### src/rtl/vwcc_pkg.sv
// ----------------------------------------------------------------------------
// Viewport window cache control package
// Field widths, register indexes, status codes and shared types.
// ----------------------------------------------------------------------------
`timescale 1ns / 1ps

package vwcc_pkg;

    // Field widths
    localparam int COORD_BITS  = 21;
    localparam int DIM_BITS    = 20;
    localparam int MARGIN_BITS = 16;
    localparam int ZOOM_BITS   = 9;
    localparam int ROT_BITS    = 2;
    localparam int IDX_BITS    = 3;
    localparam int TDATA_BITS  = 96;

    // Register reset values
    localparam logic [DIM_BITS-1:0]    IMAGE_DIM_RESET   = DIM_BITS'(1);
    localparam logic [MARGIN_BITS-1:0] GROW_MARGIN_RESET = MARGIN_BITS'(1024);
    localparam logic [ZOOM_BITS-1:0]   WIN_ZOOM_RESET    = ZOOM_BITS'(1);

    // Configuration register indexes
    typedef logic [IDX_BITS-1:0] cfg_idx_t;
    localparam cfg_idx_t CFG_ORIGIN_X     = 3'd0;
    localparam cfg_idx_t CFG_ORIGIN_Y     = 3'd1;
    localparam cfg_idx_t CFG_ROTATION     = 3'd2;
    localparam cfg_idx_t CFG_IMAGE_WIDTH  = 3'd3;
    localparam cfg_idx_t CFG_IMAGE_HEIGHT = 3'd4;
    localparam cfg_idx_t CFG_GROW_MARGIN  = 3'd5;

    // Result status codes
    typedef logic [1:0] status_t;
    localparam status_t ST_NONE  = 2'd0;
    localparam status_t ST_HIT   = 2'd1;
    localparam status_t ST_LOAD  = 2'd2;
    localparam status_t ST_SMALL = 2'd3;

    // One axis of a window: start and extent
    typedef struct packed {
        logic [DIM_BITS-1:0] pos;
        logic [DIM_BITS-1:0] ext;
    } span_t;

    // Result item held in the output register
    typedef struct packed {
        status_t              status;
        logic [DIM_BITS-1:0]  u0;
        logic [DIM_BITS-1:0]  v0;
        logic [DIM_BITS-1:0]  w;
        logic [DIM_BITS-1:0]  h;
        logic [ZOOM_BITS-1:0] factor;
    } result_t;

endpackage

### src/rtl/viewport_window_cache_control_unit.sv
// ----------------------------------------------------------------------------
// Viewport window cache control unit
// Clips viewport requests to the image and keeps the cached window up to date.
// ----------------------------------------------------------------------------
// Usage:
//   Requests arrive on the s_* stream (two corners and a zoom factor). Each
//   request yields exactly one result on the m_* stream: a status code in
//   m_tuser and the cached window after the request in m_tdata.
//   Registers are written through cfg_wen / cfg_index / cfg_wdata while no
//   request is in flight; indexes past the last register are ignored.
//   Flow: an accepted request is held in the input register, evaluated and
//   presented on m_tvalid once the output register loads its result.
//   Throughput: one request per cycle; the clip, hit test and window grow
//   form one combinational pass between input and output registers, and the
//   window state is updated at the same edge that loads the result.
//   When m_tready is low the result holds and one more request can wait in
//   the input register; s_tready then drops until the result is taken.
//   Reset clears the valid bits of both pipeline registers, the window state
//   (nothing loaded, zoom one) and loads the register defaults.
// ----------------------------------------------------------------------------
`timescale 1ns / 1ps

module viewport_window_cache_control_unit
    import vwcc_pkg::*;
(
    input  logic                    clk,
    input  logic                    rst_n,
    // Configuration write port
    input  logic                    cfg_wen,
    input  logic [IDX_BITS-1:0]     cfg_index,
    input  logic [COORD_BITS-1:0]   cfg_wdata,
    // Request stream
    input  logic                    s_tvalid,
    output logic                    s_tready,
    // corner_x0 [20:0], corner_y0 [41:21], corner_x1 [62:42],
    // corner_y1 [83:63], zoom_factor [92:84], zero [95:93]
    input  logic [TDATA_BITS-1:0]   s_tdata,
    // Result stream
    output logic                    m_tvalid,
    input  logic                    m_tready,
    // window_u0 [19:0], window_v0 [39:20], window_w [59:40],
    // window_h [79:60], window_factor [88:80], zero [95:89]
    output logic [TDATA_BITS-1:0]   m_tdata,
    // status [1:0]
    output logic [1:0]              m_tuser
);

    // Configuration registers
    logic [COORD_BITS-1:0]  origin_x_reg;
    logic [COORD_BITS-1:0]  origin_y_reg;
    logic [ROT_BITS-1:0]    rotation_reg;
    logic [DIM_BITS-1:0]    image_width_reg;
    logic [DIM_BITS-1:0]    image_height_reg;
    logic [MARGIN_BITS-1:0] grow_margin_reg;

    // Window state
    logic [DIM_BITS-1:0]    win_left_reg, win_left_next;
    logic [DIM_BITS-1:0]    win_top_reg, win_top_next;
    logic [DIM_BITS-1:0]    win_width_reg, win_width_next;
    logic [DIM_BITS-1:0]    win_height_reg, win_height_next;
    logic [ZOOM_BITS-1:0]   win_zoom_reg, win_zoom_next;
    logic                   win_loaded_reg, win_loaded_next;

    // Pipeline registers
    logic                   in_valid_reg;
    logic [COORD_BITS-1:0]  x0_reg, y0_reg, x1_reg, y1_reg;
    logic [ZOOM_BITS-1:0]   zoom_reg;
    logic                   out_valid_reg;
    result_t                out_reg;
    result_t                out_next;

    // Datapath
    logic                   advance;
    logic                   swap;
    logic [DIM_BITS-1:0]    nx, ny;
    logic [COORD_BITS:0]    dx0, dy0, dx1, dy1;
    logic [COORD_BITS-1:0]  su_full, sv_full;
    logic [DIM_BITS-1:0]    su, sv, eu, ev, w, h;
    logic                   miss_region;
    logic                   hit;
    span_t                  grow_u, grow_v;
    logic                   too_small;

    // Grow a region by the margin and clamp it to the image size
    function automatic span_t grow_axis(
        input logic [DIM_BITS-1:0]    start,
        input logic [DIM_BITS-1:0]    len,
        input logic [DIM_BITS-1:0]    size,
        input logic [MARGIN_BITS-1:0] margin
    );
        logic [DIM_BITS-1:0]   m;
        logic [DIM_BITS-1:0]   p;
        logic [DIM_BITS+1:0]   e;
        logic [DIM_BITS+1:0]   sum;
        span_t                 r;
        m   = DIM_BITS'(margin);
        p   = (start >= m) ? start - m : '0;
        e   = (DIM_BITS+2)'(start - p) + (DIM_BITS+2)'(len) + (DIM_BITS+2)'(margin);
        sum = (DIM_BITS+2)'(p) + e;
        if (sum >= (DIM_BITS+2)'(size))
        begin
            e = (DIM_BITS+2)'(size - p);
        end
        r.pos = p;
        r.ext = e[DIM_BITS-1:0];
        return r;
    endfunction

    // Handshake: output register frees up when empty or taken
    assign advance  = !out_valid_reg || m_tready;
    assign s_tready = !in_valid_reg || advance;

    // Configuration writes
    always_ff @(posedge clk or negedge rst_n)
    begin
        if (!rst_n)
        begin
            origin_x_reg     <= '0;
            origin_y_reg     <= '0;
            rotation_reg     <= '0;
            image_width_reg  <= IMAGE_DIM_RESET;
            image_height_reg <= IMAGE_DIM_RESET;
            grow_margin_reg  <= GROW_MARGIN_RESET;
        end
        else if (cfg_wen)
        begin
            case (cfg_index)
                CFG_ORIGIN_X:     origin_x_reg     <= cfg_wdata;
                CFG_ORIGIN_Y:     origin_y_reg     <= cfg_wdata;
                CFG_ROTATION:     rotation_reg     <= cfg_wdata[ROT_BITS-1:0];
                CFG_IMAGE_WIDTH:  image_width_reg  <= cfg_wdata[DIM_BITS-1:0];
                CFG_IMAGE_HEIGHT: image_height_reg <= cfg_wdata[DIM_BITS-1:0];
                CFG_GROW_MARGIN:  grow_margin_reg  <= cfg_wdata[MARGIN_BITS-1:0];
                default: ;
            endcase
        end
    end

    // Input register
    always_ff @(posedge clk or negedge rst_n)
    begin
        if (!rst_n)
        begin
            in_valid_reg <= 1'b0;
        end
        else if (s_tready)
        begin
            in_valid_reg <= s_tvalid;
        end
    end

    always_ff @(posedge clk)
    begin
        if (s_tvalid && s_tready)
        begin
            x0_reg   <= s_tdata[20:0];
            y0_reg   <= s_tdata[41:21];
            x1_reg   <= s_tdata[62:42];
            y1_reg   <= s_tdata[83:63];
            zoom_reg <= s_tdata[92:84];
        end
    end

    // Clip to the displayed image; rotations 1 and 3 swap the axes
    always_comb
    begin
        swap = rotation_reg[0];
        nx   = swap ? image_height_reg : image_width_reg;
        ny   = swap ? image_width_reg : image_height_reg;

        dx0 = {x0_reg[COORD_BITS-1], x0_reg} - {origin_x_reg[COORD_BITS-1], origin_x_reg};
        dy0 = {y0_reg[COORD_BITS-1], y0_reg} - {origin_y_reg[COORD_BITS-1], origin_y_reg};
        dx1 = {x1_reg[COORD_BITS-1], x1_reg} - {origin_x_reg[COORD_BITS-1], origin_x_reg};
        dy1 = {y1_reg[COORD_BITS-1], y1_reg} - {origin_y_reg[COORD_BITS-1], origin_y_reg};

        // start clamps at the origin
        su_full = (!dx0[COORD_BITS] && (dx0 != '0)) ? dx0[COORD_BITS-1:0] : '0;
        sv_full = (!dy0[COORD_BITS] && (dy0 != '0)) ? dy0[COORD_BITS-1:0] : '0;
        su      = su_full[DIM_BITS-1:0];
        sv      = sv_full[DIM_BITS-1:0];

        miss_region = dx1[COORD_BITS] || dy1[COORD_BITS]
                   || (su_full > {1'b0, nx}) || (sv_full > {1'b0, ny});

        // end clamps at the image size
        eu = (dx1[COORD_BITS-1:0] > {1'b0, nx}) ? nx : dx1[DIM_BITS-1:0];
        ev = (dy1[COORD_BITS-1:0] > {1'b0, ny}) ? ny : dy1[DIM_BITS-1:0];

        // inverted range counts as zero size
        w = (eu >= su) ? eu - su : '0;
        h = (ev >= sv) ? ev - sv : '0;
    end

    // Hit test against the cached window
    assign hit = win_loaded_reg && (su >= win_left_reg) && (sv >= win_top_reg)
              && (zoom_reg == win_zoom_reg)
              && ((DIM_BITS+1)'(su) + (DIM_BITS+1)'(w)
                  <= (DIM_BITS+1)'(win_left_reg) + (DIM_BITS+1)'(win_width_reg))
              && ((DIM_BITS+1)'(sv) + (DIM_BITS+1)'(h)
                  <= (DIM_BITS+1)'(win_top_reg) + (DIM_BITS+1)'(win_height_reg));

    // New window on a miss
    assign grow_u    = grow_axis(su, w, nx, grow_margin_reg);
    assign grow_v    = grow_axis(sv, h, ny, grow_margin_reg);
    assign too_small = (zoom_reg == '0)
                    || (grow_u.ext < DIM_BITS'(zoom_reg))
                    || (grow_v.ext < DIM_BITS'(zoom_reg));

    // Next window state and result
    always_comb
    begin
        win_left_next   = win_left_reg;
        win_top_next    = win_top_reg;
        win_width_next  = win_width_reg;
        win_height_next = win_height_reg;
        win_zoom_next   = win_zoom_reg;
        win_loaded_next = win_loaded_reg;
        out_next.status = ST_NONE;

        if (miss_region)
        begin
            out_next.status = ST_NONE;
        end
        else if (hit)
        begin
            out_next.status = ST_HIT;
        end
        else
        begin
            win_left_next   = grow_u.pos;
            win_width_next  = grow_u.ext;
            win_top_next    = grow_v.pos;
            win_height_next = grow_v.ext;
            win_zoom_next   = zoom_reg;
            if (too_small)
            begin
                out_next.status = ST_SMALL;
            end
            else
            begin
                win_loaded_next = 1'b1;
                out_next.status = ST_LOAD;
            end
        end

        out_next.u0     = win_left_next;
        out_next.v0     = win_top_next;
        out_next.w      = win_width_next;
        out_next.h      = win_height_next;
        out_next.factor = win_zoom_next;
    end

    // Window state and output valid
    always_ff @(posedge clk or negedge rst_n)
    begin
        if (!rst_n)
        begin
            win_left_reg   <= '0;
            win_top_reg    <= '0;
            win_width_reg  <= '0;
            win_height_reg <= '0;
            win_zoom_reg   <= WIN_ZOOM_RESET;
            win_loaded_reg <= 1'b0;
            out_valid_reg  <= 1'b0;
        end
        else if (advance)
        begin
            out_valid_reg <= in_valid_reg;
            if (in_valid_reg)
            begin
                win_left_reg   <= win_left_next;
                win_top_reg    <= win_top_next;
                win_width_reg  <= win_width_next;
                win_height_reg <= win_height_next;
                win_zoom_reg   <= win_zoom_next;
                win_loaded_reg <= win_loaded_next;
            end
        end
    end

    // Result payload
    always_ff @(posedge clk)
    begin
        if (advance && in_valid_reg)
        begin
            out_reg <= out_next;
        end
    end

    assign m_tvalid = out_valid_reg;
    assign m_tuser  = out_reg.status;
    assign m_tdata  = {7'b0, out_reg.factor, out_reg.h, out_reg.w, out_reg.v0, out_reg.u0};

endmodule

### config.mk
export PLATFORM = sky130hd
export DESIGN_NAME = viewport_window_cache_control_unit
export DESIGN_NICKNAME = d
export VERILOG_FILES = /design/src/rtl/vwcc_pkg.sv /design/src/rtl/viewport_window_cache_control_unit.sv
export SDC_FILE = /design/constraint.sdc
export NUM_CORES = 2
export LEC_CHECK = 0
export BUFFER_PORTS_ARGS = -buffer_cell sky130_fd_sc_hd__clkbuf_2
export CORE_UTILIZATION = 56
export CTS_CLUSTER_DIAMETER = 80
export DETAILED_ROUTE_END_ITERATION = 8
export PLACE_DENSITY = 0.71
export SYNTH_ARGS = -nofsm -noshare
export SYNTH_HDL_FRONTEND = slang
export SYNTH_SLANG_ARGS = --single-unit
### constraint.sdc
create_clock -name clk -period 21.1 [get_ports clk]
set_clock_uncertainty 0.15 [all_clocks]
set_input_delay 5.275 -clock clk [delete_from_list [all_inputs] [get_ports clk]]
set_output_delay 5.275 -clock clk [all_outputs]
set_load 0.02 [all_outputs]
---- Yosys cells after proc, flatten, opt, wreduce, memory -nomap -nowiden ----
Index checks and enable logic that the tools add are counted.
Widths: inputs -> output; s select.
operators by class
  $add $sub $neg .......................... 22
  $lt $le $gt $ge ......................... 16
  eq/ne operators ......................... 6
  multiplexer cells ....................... 24
  bitwise operators ....................... 3
  reductions and logical operators ........ 33
operators by type and width
  operator            number
  $mux 20             18
  $sub 21x21->22      4
  $add 20x20->21      4
  $gt 21x20->1        4
  $ge 20x20->1        4
  $sub 20x20->20      4
  $add 20x22->22      2
  $add 21x21->22      2
  $add 22x16->22      2
  $ge 22x20->1        2
  $reduce_bool 22->1  2
  $le 21x21->1        2
  $mux 21             2
  $sub 20x20->21      2
  $ge 20x16->1        2
  $lt 20x9->1         2
  $sub 20x16->20      2
  $mux 9              2
  $reduce_and 2->1    7
  $eq 9x9->1          1
  $logic_and 1x1->1   9
  $logic_not 9->1     1
  $logic_or 1x1->1    7
  $eq 3x2->1 const B  2
  other kinds (8)     15
storage, ports and cells
  register bits ........................... 375
  bits of input ports ..................... 125

---- Depth between registers and ports, before layout ----
  depth in word-level cells ............... 17
  mapped depth ............................ 87
  gate-level depth less buffers ........... 83

---- Worst setup path after synthesis ----
Ideal clock, no wire load.
  path kind ............................... reg-to-reg
  start ................................... reg origin_x_reg[1]
  end ..................................... reg win_loaded_reg
  library setup time ...................... 0.120 ns
  data arrival time ....................... 15.170 ns
  data required time ...................... 20.830 ns
  setup slack ............................. 5.661 ns
  stages on the path, launching flop included .. 82
  buffers on the path ..................... 3
  period minus slack after synthesis ...... 15.439 ns
  path through ............................ dfrtp_1 > inv_1 > ha_1 > nor2b_1 > o21ai_0 > a21oi_1 > o21ai_1 > a21oi_1 > o21ai_1 > a21oi_1 > o41a_1 > o211a_1 > a31o_2 > o21a_1 > nor2_1 > xnor2_1 > ha_1 > nand3_1 > [46 not listed] > o21ai_0 > nor4_1 > mux2i_1 > buf_4 > mux2_4 > ha_1 > a21o_1 > a21oi_1 > nand3_1 > nor2_1 > o21bai_1 > or4_1 > or4_1 > nor4_1 > nand2_1 > mux2i_1 > nor2_1 > a31o_1
on the way
  word-level cells in the longest chain between the ends .. 17
RTL lines
  what                                                          RTL line                                   source
  from (decl)                                                   viewport_window_cache_control_unit.sv:49   logic [COORD_BITS-1:0] origin_x_reg;
  from (signal assigned)                                        viewport_window_cache_control_unit.sv:128  CFG_ORIGIN_X: origin_x_reg <= cfg_wdata;
  $sub 21x21->22                                                viewport_window_cache_control_unit.sv:171  dx0 = {x0_reg[COORD_BITS-1], x0_reg} - {origin_x_reg[COORD_BITS-1], origin_x_reg};
  $reduce_bool 22->1 / $logic_not 1->1 (equally long branches)  viewport_window_cache_control_unit.sv:177  su_full = (!dx0[COORD_BITS] && (dx0 != '0)) ? dx0[COORD_BITS-1:0] : '0;
  $logic_and 1x1->1                                             viewport_window_cache_control_unit.sv:177
  $mux 21                                                       viewport_window_cache_control_unit.sv:177
  $sub 20x16->20 / $ge 20x16->1 (equally long branches)         viewport_window_cache_control_unit.sv:97   p = (start >= m) ? start - m : '0;
  $mux 20                                                       viewport_window_cache_control_unit.sv:97
  $sub 20x20->21                                                viewport_window_cache_control_unit.sv:98   e = (DIM_BITS+2)'(start - p) + (DIM_BITS+2)'(len) + (DIM_BITS+2)'(margin);
  $add 21x21->22                                                viewport_window_cache_control_unit.sv:98
  $add 22x16->22                                                viewport_window_cache_control_unit.sv:98
  $add 20x22->22                                                viewport_window_cache_control_unit.sv:99   sum = (DIM_BITS+2)'(p) + e;
  $ge 22x20->1                                                  viewport_window_cache_control_unit.sv:100  if (sum >= (DIM_BITS+2)'(size))
  $mux 20                                                       viewport_window_cache_control_unit.sv:100
  $lt 20x9->1                                                   viewport_window_cache_control_unit.sv:206  || (grow_u.ext < DIM_BITS'(zoom_reg))
  $logic_or 1x1->1                                              viewport_window_cache_control_unit.sv:206
  $logic_or 1x1->1                                              viewport_window_cache_control_unit.sv:207  || (grow_v.ext < DIM_BITS'(zoom_reg));
  $not 1->1 (no line)                                           --
  $reduce_and 5->1 (no line) *                                  --
  to (signal assigned)                                          viewport_window_cache_control_unit.sv:276  win_loaded_reg <= win_loaded_next;
  to (decl)                                                     viewport_window_cache_control_unit.sv:62   logic win_loaded_reg, win_loaded_next;
Mark *: on every way between the ends. The rest lies on a longest branch, timed or not.
A chain may end at the register's enable or synchronous reset.

---- Worst setup path in the final report ----
Ends and elaborated chain as after synthesis.

==> reports/metrics.json <==
{
  "initialDrtViolationCount": 3094,
  "cp-endpoint": "win_loaded_reg$_DFFE_PN0P_",
  "final_hold_viol_count": 0,
  "synth_top_area_share": 0.196,
  "detailedPlacementHpwl_mm": 97.8,
  "clk_latency_ns": 0.59,
  "timing.critical_path.mode_cell": "sky130_fd_sc_hd__a21oi_1",
  "cts.sink_count": 375,
  "timing.final.crit_share": 0.888,
  "worst_pin_slew_ns": 1.17,
  "vias_per_cell": 6.07,
  "synth-edff-count": 184,
  "synth_cell_type_count": 100,
  "max_cap_violations": 0,
  "grt_start_max_net_pins": 73,
  "most-common-layout-cells": "617 x sky130_fd_sc_hd__ha_1, 363 x sky130_fd_sc_hd__inv_1, 344 x sky130_fd_sc_hd__a21oi_1",
  "maxSlewHeadroom": 0.219,
  "row_count": 96,
  "ctsHtreeMaxLevel": 2,
  "gr-total-overflow": 0,
  "unrepaired_setup_endpoints_after_global_routing": "no",
  "pre_cts_ws_ns": 2.55,
  "timing.reg2reg.worst_path_depth": 81,
  "cpPeakStageDelay_ns": 0.69,
  "largest_reg_flops": 89,
  "fraction_of_the_yosys_area_taken_by_sequential_cells": 0.262,
  "gp_routability_congestion": 0.979,
  "setup.worst_path.class": "reg -> reg",
  "n_fill_cell": 5959,
  "boundaryPins": 225,
  "routed_wl_mm": 118,
  "fmax_ghz": 0.0534,
  "antennaDiodeCount": 0,
  "critical_path_peak_fanout": 29,
  "setup_ws_ns": 2.37,
  "slew_violations": 0,
  "yosys-top-cells-area": "sky130_fd_sc_hd__ha_1 20%, sky130_fd_sc_hd__edfxtp_1 14%, sky130_fd_sc_hd__dfrtp_1 12%",
  "flow.area_growth_from_synthesis_pct": 9.25,
  "worst-endpoint-required_ns": 21.42,
  "cts_max_path_buffers": 3,
  "sequential_cell_area_mm2": 0.0103,
  "combined_area_of_the_multi_input_logic_cells_mm2": 0.0274,
  "fp.dieH_um": 267,
  "fin_setup_tns_ns": 0,
  "start_kind": "flip-flop",
  "critical_path.reg2reg.startpoint": "origin_x_reg[1]$_DFFE_PN0P_",
  "die_area_mm2": 0.0714,
  "asyncSetResetFlopFracSynth": 0.509,
  "layout_commonest_cell": "sky130_fd_sc_hd__ha_1",
  "setup.worst_path.start": "origin_x_reg[1]$_DFFE_PN0P_",
  "placement.io_buffers": 214,
  "critical_path_arrival_ns": 19.05,
  "cts_repair_resize_count": 0,
  "die_x_um": 267,
  "synth_seq_cells": 375,
  "clock_root_buffer": "sky130_fd_sc_hd__clkbuf_16",
  "initial_drt_pass_iterations": 6,
  "synth.largest_area_cell": "sky130_fd_sc_hd__ha_1",
  "avgRoutedWirePerCell_um": 21.4,
  "final_layout_size_suffix_gt1_frac": 0.130,
  "grt_antenna_before_repair": 0,
  "syn-cell-area_mm2": 0.0394,
  "route.antenna.remaining_nets": 0,
  "vias_in_the_first_global_route": 30800,
  "cts.reportedPaths.clkPinSlew_ns": 0.06,
  "status": "complete, no violations",
  "synth_cells": 4303,
  "initial_standard_cell_utilization_of_the_core": 0.570,
  "critical-path-slowest-cell": "sky130_fd_sc_hd__nor3_1",
  "holdCritPathClass": "reg -> reg",
  "final_period_minus_worst_setup_slack_ns": 18.73,
  "synth_top_flop_cell": "sky130_fd_sc_hd__dfrtp_1",
  "yosysWarningCount": 0,
  "rr_endpoint": "win_loaded_reg$_DFFE_PN0P_",
  "first_pass_grt_wire_length_mm": 175,
  "track_usage": 0.323,
  "cts_inserted_buffers": 43,
  "tritoncts": "yes",
  "reg2reg_setup_slack_ns": 2.37,
  "postSynthAreaPerCell_um2": 9.16,
  "drcViolationCount": 0,
  "crit_end_category": "flip-flop",
  "core_area_mm2": 0.0691,
  "final-setup-viol-count": 0,
  "total_of_hold_buffers_inserted_after_clock_tree_synthesis": 0,
  "dr_total_vias": 33300,
  "design.final.nets": 5322,
  "post_cts_buffers": 0
}
-- cells by family after synthesis --
kind of cell,Yosys count,synth area share
multiplexers,299,0.0833
other,1,0.0000952
buffers and inverters,442,0.0438
AO/OA/AOI/OAI,1161,0.188
flip-flops,375,0.262
AND/OR/NAND/NOR,1048,0.132
XOR/XNOR,308,0.0690
adder cells (fa/ha/maj),669,0.222
-- worst min-delay path by stage --
stage	cells after the start	to	start	slack (ns)
final	1	m_tvalid$_DFFE_PN0P_	in_valid_reg$_DFFE_PN0N_	0.35
after global routing	1	grow_margin_reg[12]$_DFFE_PN0P_	grow_margin_reg[12]$_DFFE_PN0P_	0.36
after CTS	1	m_tvalid$_DFFE_PN0P_	in_valid_reg$_DFFE_PN0N_	0.35
after detailed placement	1	m_tvalid$_DFFE_PN0P_	in_valid_reg$_DFFE_PN0N_	0.34
after global placement	1	win_loaded_reg$_DFFE_PN0P_	win_loaded_reg$_DFFE_PN0P_	0.32
after floorplan	1	win_loaded_reg$_DFFE_PN0P_	win_loaded_reg$_DFFE_PN0P_	0.29
-- synth_stat cells, types with 17 or more instances --
cell	instances
sky130_fd_sc_hd__ha_1	617
sky130_fd_sc_hd__inv_1	364
sky130_fd_sc_hd__a21oi_1	344
sky130_fd_sc_hd__o21ai_0	263
sky130_fd_sc_hd__nand2_1	261
sky130_fd_sc_hd__nor2_1	242
sky130_fd_sc_hd__mux2_2	205
sky130_fd_sc_hd__xnor2_1	200
sky130_fd_sc_hd__dfrtp_1	187
sky130_fd_sc_hd__edfxtp_1	184
sky130_fd_sc_hd__a21o_1	142
sky130_fd_sc_hd__nor3_1	106
sky130_fd_sc_hd__xor2_1	106
sky130_fd_sc_hd__o21a_1	95
sky130_fd_sc_hd__nand2b_1	85
sky130_fd_sc_hd__mux2i_1	76
sky130_fd_sc_hd__nor2b_1	73
sky130_fd_sc_hd__nand3_1	69
sky130_fd_sc_hd__fa_1	52
sky130_fd_sc_hd__o21bai_1	50
sky130_fd_sc_hd__clkbuf_1	48
sky130_fd_sc_hd__nand4_1	46
sky130_fd_sc_hd__a31oi_1	37
sky130_fd_sc_hd__and3_1	31
sky130_fd_sc_hd__or3_1	27
sky130_fd_sc_hd__a211oi_1	24
sky130_fd_sc_hd__a21boi_0	23
sky130_fd_sc_hd__o211ai_1	23
sky130_fd_sc_hd__or2_2	22
sky130_fd_sc_hd__nor4_1	21
sky130_fd_sc_hd__and2_1	17
-- metal layers --
metal	global-route usage	routed length [µm]	vias to the layer above
met3	0.0399	8440	150
met2	0.479	48600	1143
met5	0	0	-
met4	0.111	4310	0
li1	-	-	16100
met1	0.480	56100	15900
-- final cells by class --
cell class | instances | area share
clock buffer | 60 | 0.0277
clock inverter | 19 | 0.00523
inverter | 365 | 0.0319
multi-input combinational | 3492 | 0.637
sequential | 375 | 0.240
tap | 931 | 0.0271
timing repair buffer | 251 | 0.0315
-- per-stage QoR --
step	hold WS, ns	utilization	instances	cell area [µm²]
4_1_cts	0.351	0.623	5493	43000
6_report	0.351	0.623	5493	43000
3_3_place_gp	0.316	0.603	5414	41600
5_1_grt	0.360	0.623	5493	43000
2_1_floorplan	0.289	-	4309	39400
3_5_place_dp	0.339	0.603	5414	41600
-- critical path: cells and delay by family, from the launching register on --
| kind | cells | cell delay (ns) |
|---|---|---|
| muxes | 4 | 1.16 |
| xor gates and xnor gates | 2 | 0.29 |
| buffers and inverters | 3 | 0.66 |
| and+or+nand+nor | 27 | 6.08 |
| AOI/OAI and AO/OA | 36 | 6.84 |
| adders and majority gates | 9 | 2.97 |
| DFF | 1 | 0.40 |
Power is left out: the tool's default activity adds up to more than one toggle a clock period on the data nets, which glitch-free logic cannot reach.
